--- config.mk ---
export PLATFORM = sky130hd
export DESIGN_NAME = fws_ctrl
export DESIGN_NICKNAME = d
export VERILOG_FILES = /design/src/design/fws_pkg.sv /design/src/design/fws_ctrl.sv
export SDC_FILE = /design/constraint.sdc
export NUM_CORES = 1
export LEC_CHECK = 0
export BUFFER_PORTS_ARGS = -buffer_cell sky130_fd_sc_hd__clkbuf_2
export CORE_ASPECT_RATIO = 0.9
export CORE_MARGIN = 3
export CORE_UTILIZATION = 25
export DETAILED_ROUTE_END_ITERATION = 10
export PLACE_DENSITY_LB_ADDON = 0.15
export SETUP_SLACK_MARGIN = 0.2
export SYNTH_ARGS = -nofsm -noshare
export SYNTH_HDL_FRONTEND = slang
export SYNTH_SLANG_ARGS = --single-unit
--- constraint.sdc ---
create_clock -name clk -period 3.6 [get_ports clk]
set_input_delay 0.18 -clock clk [delete_from_list [all_inputs] [get_ports clk]]
set_output_delay 0.18 -clock clk [all_outputs]
set_load 0.02 [all_outputs]
--- src/design/fws_pkg.sv ---
package fws_pkg;

	localparam int MAX_TERMS       = 64;
	localparam int PHASE_BITS      = 24;
	localparam int SINE_TABLE_BITS = 10;

	localparam int J_W  = $clog2(MAX_TERMS);
	localparam int KMAX = 2 * MAX_TERMS - 3;
	localparam int D_W  = $clog2(KMAX * KMAX + 1);

	localparam int CORDIC_ITERS = 24;
	localparam int CX_W         = 34;
	localparam int CZ_W         = 33;

	localparam logic signed [CX_W-1:0] CORDIC_GAIN = CX_W'(652032874);
	localparam logic [31:0]            ENV_ONE     = 32'h4000_0000;

	localparam int SUM_W = 40;
	localparam int AB_W  = SUM_W + 17;
	localparam int T_W   = 42;
	localparam int SMP_W = T_W + 16 - 22;

	localparam logic signed [CZ_W-1:0] ATAN_TURNS [CORDIC_ITERS] = '{
		CZ_W'(536870912), CZ_W'(316933406), CZ_W'(167458907), CZ_W'(85004756),
		CZ_W'(42667331),  CZ_W'(21354465),  CZ_W'(10679838),  CZ_W'(5340245),
		CZ_W'(2670163),   CZ_W'(1335087),   CZ_W'(667544),    CZ_W'(333772),
		CZ_W'(166886),    CZ_W'(83443),     CZ_W'(41722),     CZ_W'(20861),
		CZ_W'(10430),     CZ_W'(5215),      CZ_W'(2608),      CZ_W'(1304),
		CZ_W'(652),       CZ_W'(326),       CZ_W'(163),       CZ_W'(81)
	};

	typedef enum logic [1:0] {
		WAVE_SQUARE   = 2'd0,
		WAVE_TRIANGLE = 2'd1,
		WAVE_SAW      = 2'd2,
		WAVE_SINE     = 2'd3
	} wave_t;

	typedef enum logic [2:0] {
		REG_WAVE  = 3'd0,
		REG_TERMS = 3'd1,
		REG_STEP  = 3'd2,
		REG_AMP   = 3'd3,
		REG_DECAY = 3'd4
	} reg_idx_t;

	typedef struct packed {
		wave_t                   wave;
		logic [6:0]              term_limit;
		logic [PHASE_BITS-1:0]   phase_step;
		logic signed [15:0]      amplitude;
		logic [31:0]             decay;
	} fws_cfg_t;

	typedef struct packed {
		logic           start;
		logic           restart;
		logic           issue;
		logic [J_W-1:0] j;
		logic           post1;
		logic           post2;
		logic           post3;
		logic           finish;
	} fws_cmd_t;

	typedef struct packed {
		logic busy;
		logic out_free;
	} fws_stat_t;

	typedef struct packed {
		logic           neg;
		logic [J_W-1:0] j;
	} fws_tag_t;

endpackage

--- src/design/fws_ctrl.sv ---
module fws_ctrl (
	input  logic               clk,
	input  logic               arst_n,
	input  logic               s_tvalid,
	output logic               s_tready,
	input  logic               restart,
	input  fws_pkg::wave_t     wave,
	input  logic [6:0]         term_limit,
	input  fws_pkg::fws_stat_t stat,
	output fws_pkg::fws_cmd_t  cmd
);
	import fws_pkg::*;

	typedef enum logic [6:0] {
		ST_IDLE   = 7'b0000001,
		ST_RUN    = 7'b0000010,
		ST_DRAIN  = 7'b0000100,
		ST_POST1  = 7'b0001000,
		ST_POST2  = 7'b0010000,
		ST_POST3  = 7'b0100000,
		ST_FINISH = 7'b1000000
	} state_t;

	state_t         state_q, state_d;
	logic [J_W-1:0] j_q, j_d;
	logic [J_W-1:0] nterm;

	always_comb begin
		priority if (wave == WAVE_SINE) begin
			nterm = J_W'(1);
		end else if (32'(term_limit) >= MAX_TERMS) begin
			nterm = J_W'(MAX_TERMS - 1);
		end else if (term_limit == 7'd0) begin
			nterm = '0;
		end else begin
			nterm = J_W'(term_limit - 7'd1);
		end
	end

	always_comb begin
		cmd      = '0;
		cmd.j    = j_q;
		s_tready = 1'b0;
		state_d  = state_q;
		j_d      = j_q;
		unique case (state_q)
			ST_IDLE: begin
				s_tready = 1'b1;
				if (s_tvalid) begin
					cmd.start   = 1'b1;
					cmd.restart = restart;
					j_d         = J_W'(1);
					state_d     = (nterm == '0) ? ST_DRAIN : ST_RUN;
				end
			end
			ST_RUN: begin
				cmd.issue = 1'b1;
				if (j_q == nterm) begin
					state_d = ST_DRAIN;
				end else begin
					j_d = j_q + J_W'(1);
				end
			end
			ST_DRAIN: begin
				if (!stat.busy) begin
					state_d = ST_POST1;
				end
			end
			ST_POST1: begin
				cmd.post1 = 1'b1;
				state_d   = ST_POST2;
			end
			ST_POST2: begin
				cmd.post2 = 1'b1;
				state_d   = ST_POST3;
			end
			ST_POST3: begin
				cmd.post3 = 1'b1;
				state_d   = ST_FINISH;
			end
			ST_FINISH: begin
				if (stat.out_free) begin
					cmd.finish = 1'b1;
					state_d    = ST_IDLE;
				end
			end
			default: begin
				state_d = ST_IDLE;
			end
		endcase
	end

	always_ff @(posedge clk or negedge arst_n) begin
		if (!arst_n) begin
			state_q <= ST_IDLE;
			j_q     <= '0;
		end else begin
			state_q <= state_d;
			j_q     <= j_d;
		end
	end

endmodule

Word level (Yosys, flattened, before mapping):

Cells that the tools add are included.

* register bits: 13
* logic and storage cells: 45
* input bits: 15

* $lt $le $gt $ge: 1
* mux-type cells: 21
* reduce and logical (&&, ||, !) cells: 5
* equality and inequality tests: 14
* $add $sub $neg: 2

Operators by type and width (count)
* 7-bit case mux with 7 select lines: 1
* 6-bit 2-to-1 mux: 5
* 7-bit 2-to-1 mux: 4
* 6-bit case mux with 2 select lines: 1
* 2-bit inequality test (second input constant): 5
* 7-bit by 1-bit == test with 1-bit output (second input constant): 1
* 7-bit by 2-bit == test with 1-bit output (second input constant): 1
* 7-bit by 3-bit == test with 1-bit output (second input constant): 1
* 7-bit by 4-bit == test with 1-bit output (second input constant): 1
* 7-bit by 5-bit == test with 1-bit output (second input constant): 1
* 7-bit by 6-bit == test with 1-bit output (second input constant): 1
* 7-bit == test (second input constant): 1
* 7-bit >= comparator (second input constant): 1
* 7-bit logical NOT: 1
* 1-bit 2-to-1 mux: 7
* 6-bit by 1-bit adder with 6-bit output (second input constant): 1
* 6-bit == test: 1
* 6-bit logical NOT: 1
* 6-bit by 1-bit subtractor with 6-bit output (second input constant): 1
* 2-bit 2-to-1 mux: 2
* 4-bit AND reduction: 1
* 3-bit 2-to-1 mux: 1
* 3-bit AND reduction: 1
* 2-bit == test (second input constant): 1
* 2-bit nonzero test: 1

Logic depth before layout (Yosys ltp):

* depth after elaboration: 8
* mapped depth: 10
* depth with buffers taken out: 9

Least setup slack after synthesis:

OpenSTA, ideal clock, no wires.

* path type: register to register
* start: register j_q[3]
* end: register j_q[2]
* data arrival time: 1.994 ns
* slack: 1.482 ns
* cell stages (with the launch flop): 8
* setup time: 0.124 ns
* clock period less this slack: 2.118 ns
* data required time: 3.476 ns
* cell sequence: dfrtp_1 -> or4_1 -> a21oi_1 -> o21a_1 -> o2111ai_4 -> and2_4 -> buf_6 -> a211o_1

* longest elaborated chain between the ends: 3

Ends and longest elaborated chain
* start, declared: RTL line fws_ctrl.sv:25 `logic [J_W-1:0] j_q, j_d;`
* start signal, assigned: RTL line fws_ctrl.sv:99 `j_q <= j_d;`
* 6-bit == test: RTL line fws_ctrl.sv:58 `if (j_q == nterm) begin`
* 2-bit inequality test (no line)
* 3-bit AND reduction (no line)

No other way between the ends.
A chain may end at the register's enable or synchronous reset.

==> run_summary.xml <==
<?xml version="1.0" encoding="UTF-8"?>
<metrics>
  <group name="status">
    <metric name="run_status" unit="">finished, final reports clean</metric>
  </group>
  <group name="die">
    <metric name="die_w" unit="µm">77.3</metric>
    <metric name="starting_density_of_the_core" unit="%">27.0</metric>
    <metric name="design.portCount" unit="">29</metric>
    <metric name="die_area" unit="mm²">0.00543</metric>
    <metric name="placementRows" unit="">22</metric>
    <metric name="die_h" unit="µm">70.2</metric>
    <metric name="core_box_area" unit="mm²">0.00424</metric>
  </group>
  <group name="placed_design">
    <metric name="dpl_worst_slack" unit="ns">1.30</metric>
    <metric name="dp.cells" unit="">220</metric>
    <metric name="dpl-instance-area" unit="mm²">0.00134</metric>
    <metric name="dpl.hpwl" unit="mm">2.30</metric>
    <metric name="number_of_port_buffers" unit="">28</metric>
    <metric name="globalplace.congestion" unit="">0.811</metric>
  </group>
  <group name="cells_and_area">
    <metric name="nets" unit="">184</metric>
    <metric name="antennaDiodeCount" unit="">0</metric>
    <metric name="combined_area_of_the_multi_input_logic_cells" unit="µm²">761</metric>
    <metric name="finish.instance_area" unit="mm²">0.00139</metric>
    <metric name="fillers" unit="">479</metric>
    <metric name="sequential_cell_area" unit="µm²">327</metric>
    <metric name="post-route-util" unit="%">32.8</metric>
    <metric name="final_layout_size_suffix_gt1_share" unit="%">26.7</metric>
    <metric name="finish.cell_count_without_fillers" unit="">225</metric>
    <metric name="area_grow_syn2layout" unit="%">21.5</metric>
  </group>
  <group name="critical_path">
    <metric name="timing.critical_path.fanout_max" unit="">7</metric>
    <metric name="critPathKind" unit="">register to primary output</metric>
    <metric name="cp_data_arrival_time" unit="ns">2.09</metric>
    <metric name="cp-startpoint" unit="">state_q[6]</metric>
    <metric name="worst_ep_required_time" unit="ns">3.42</metric>
    <metric name="worst_setup_path_end_kind" unit="">primary output</metric>
    <metric name="startpoint_of_the_lowest_slack_register_to_register_path" unit="">state_q[6]</metric>
    <metric name="crit_path_start_kind" unit="">register</metric>
  </group>
  <group name="sta">
    <metric name="timing.final.setup_violations" unit="">0</metric>
    <metric name="min_clock_period_post_route" unit="ns">2.27</metric>
    <metric name="postLayoutSetupSlackWorst" unit="ns">1.33</metric>
    <metric name="fin_skew" unit="ns">0.00482</metric>
    <metric name="timing_max_transition_violations_final" unit="">0</metric>
    <metric name="min_period_over_period" unit="%">63.2</metric>
    <metric name="final.setup.tns" unit="ns">0</metric>
    <metric name="max_freq" unit="MHz">440</metric>
    <metric name="final.hold.worst_slack" unit="ns">0.220</metric>
    <metric name="tightest_slew" unit="ns">0.449</metric>
    <metric name="max_slew_margin" unit="%">69.8</metric>
    <metric name="setup_repair_after_global_routing_missed_its_margin" unit="">no</metric>
    <metric name="hold_violations" unit="">0</metric>
  </group>
  <group name="global_route">
    <metric name="grt_pass1_vias" unit="">962</metric>
    <metric name="antenna_found_initial" unit="">0</metric>
    <metric name="global_route_wire_length_before_repair" unit="mm">4.77</metric>
    <metric name="grt_max_degree" unit="">14</metric>
    <metric name="grt_util_all_layers" unit="%">10.8</metric>
    <metric name="grt-ovfl-total" unit="">0</metric>
  </group>
  <group name="power">
    <metric name="share_seq_of_total_power" unit="%">33.1</metric>
    <metric name="p_comb_share" unit="%">46.5</metric>
    <metric name="worst_ir_drop_vdd" unit="mV">0.237</metric>
    <metric name="total_power" unit="mW">0.624</metric>
    <metric name="share_clk_of_total_power" unit="%">20.4</metric>
    <metric name="power.switching_fraction" unit="%">42.0</metric>
    <metric name="leakage" unit="nW">0.643</metric>
    <metric name="power-per-cell-area" unit="mW/mm²">449</metric>
    <metric name="p_sw" unit="mW">0.262</metric>
    <metric name="power.internal" unit="mW">0.362</metric>
  </group>
  <group name="job">
    <metric name="drv.max_cap_violation_count" unit="">0</metric>
  </group>
  <group name="clock_tree">
    <metric name="clock_tree.htree_level_count" unit="">1</metric>
    <metric name="clock_insertion_delay_at_the_later_pin_of_the_skew_report" unit="ns">0.24</metric>
    <metric name="clockBufferDepth" unit="">2</metric>
    <metric name="clock_transition_at_the_register_clock_pins_on_the_worst_setup_and_hold_paths_after_cts" unit="ns">0.05</metric>
    <metric name="clock-root-buffer" unit="">clkbuf_8</metric>
    <metric name="post_cts_repair_timing_setup_buffer_count" unit="">0</metric>
    <metric name="cts_tree" unit="">built</metric>
    <metric name="clock-sinks" unit="">13</metric>
    <metric name="cts_bufs_inserted" unit="">3</metric>
  </group>
  <group name="synthesis">
    <metric name="postSynthCellCount" unit="">136</metric>
    <metric name="yosys_register_bits" unit="">13</metric>
    <metric name="synth-main-ff-cell" unit="">dfrtp_1</metric>
    <metric name="synth-seq-area-share" unit="%">28.5</metric>
    <metric name="ys_types" unit="">51</metric>
    <metric name="synthesis.area" unit="mm²">0.00114</metric>
    <metric name="post_synth.cell_area_avg" unit="µm²">8.42</metric>
    <metric name="async_flop_share" unit="%">100</metric>
    <metric name="yosysWarnings" unit="">0</metric>
    <metric name="number_of_enable_flip_flop_cells_after_synthesis" unit="">0</metric>
    <metric name="synth_fp_nets" unit="">154</metric>
  </group>
  <group name="route">
    <metric name="remaining_number_of_nets_flagged_by_the_antenna_check_after_routing" unit="">0</metric>
    <metric name="avgRoutedWirePerCell" unit="µm">12.6</metric>
    <metric name="drt-vias-per-instance" unit="">4.94</metric>
    <metric name="drt_first_pass_iters" unit="">4</metric>
    <metric name="wirelength" unit="mm">2.83</metric>
    <metric name="initialDrtViolationCount" unit="">49</metric>
    <metric name="via_count" unit="">1111</metric>
    <metric name="drc" unit="">0</metric>
  </group>
  <group name="hold_path">
    <metric name="timing.hold.worst.class" unit="">input pin to register</metric>
    <metric name="worstHoldStart" unit="">s_tvalid</metric>
  </group>
</metrics>
-- sequential cells by signal (all words and copies together) (netlist names) --
signal   cells
j_q          6
state_q      7
-- cells in the mapped netlist (3+ instances only) --
master	count	area, µm²
and2_1	4	25.0
nor3b_1	3	22.5
ha_1	3	37.5
dfrtp_1	12	300
a21oi_1	9	45.0
nor2_1	8	30.0
and3_1	7	43.8
xor2_1	3	26.3
nand2_1	11	41.3
inv_1	9	33.8
nor2b_1	7	43.8
nand3_1	3	15.0
o21ai_0	3	15.0
nor4_1	4	25.0
-- worst paths after layout --
check	depth (start not counted)	slack, ns	to
worst max-delay path	6	1.33	cmd[12]
worst max register to register	7	1.42	j_q[4]
worst min-delay path	3	0.22	state_q[3]
worst min register to register	1	0.59	j_q[0]
max in group asynchronous	2	2.93	state_q[0]
min in group asynchronous	2	0.37	state_q[3]
-- layout make-up --
cell class | count | share of cell area, %
clock buffer | 4 | 3.24
inverter | 9 | 2.43
multi-input combinational | 110 | 54.7
sequential | 13 | 23.5
tap | 60 | 5.40
timing repair buffer | 29 | 10.8
-- power by group through the flow --
stage / Clock, mW / Sequential, mW / Combinational, mW
floorplan: 0 / 0.214 / 0.209
global placement: 0 / 0.209 / 0.293
detailed placement: 0 / 0.209 / 0.292
CTS: 0.134 / 0.207 / 0.295
global route: 0.138 / 0.212 / 0.331
finish: 0.127 / 0.207 / 0.290
-- critical path, cell delays in order (launching register included) --
cell and delay, ns:
dfrtp_1 0.44, nor2_1 0.35, nor4b_1 0.41, and2_1 0.30
nand2_1 0.11, inv_1 0.08, clkbuf_2 0.17
-- cell families (layout without fill, tap and decap cells) --
family / after synthesis / after routing / share of synthesized area (%)
flops: 13 / 13 / 28.5
mux: 2 / 2 / 1.75
simple gates: 64 / 64 / 32.6
fa+ha+maj: 3 / 3 / 3.28
xor+xnor: 4 / 4 / 3.06
buf+inv: 13 / 42 / 5.03
compound gates: 37 / 37 / 25.8
-- metal layers --
metal / share of wire (%) / GRT usage (%) / routed length (µm)
met2: 42 / 15.2 / 1180
met3: 4.5 / 3.09 / 127
met1: 53 / 16.4 / 1510
met5: 0 / 0 / 0
met4: 0.32 / 1.19 / 9
-- placed cells by master (no fill, tap or decap), types with 3 or more instances in the layout --
cell type and instances:
nor4_1 4, nand3_1 3, nand2_1 11, nor3b_1 3, xor2_1 3, nor2_1 8
and3_1 7, nor2b_1 7, and2_1 4, a21oi_1 9, dfrtp_1 12, ha_1 3
clkbuf_2 28, inv_1 9, clkbuf_8 3, o21ai_0 3
-- what timing repair did --
action | in CTS | in global routing
gates resized for setup | 0 | 0
endpoints found under the hold margin | 12 | 0
hold buffers | 1 | 0
Power figures use the tool's default switching activity.
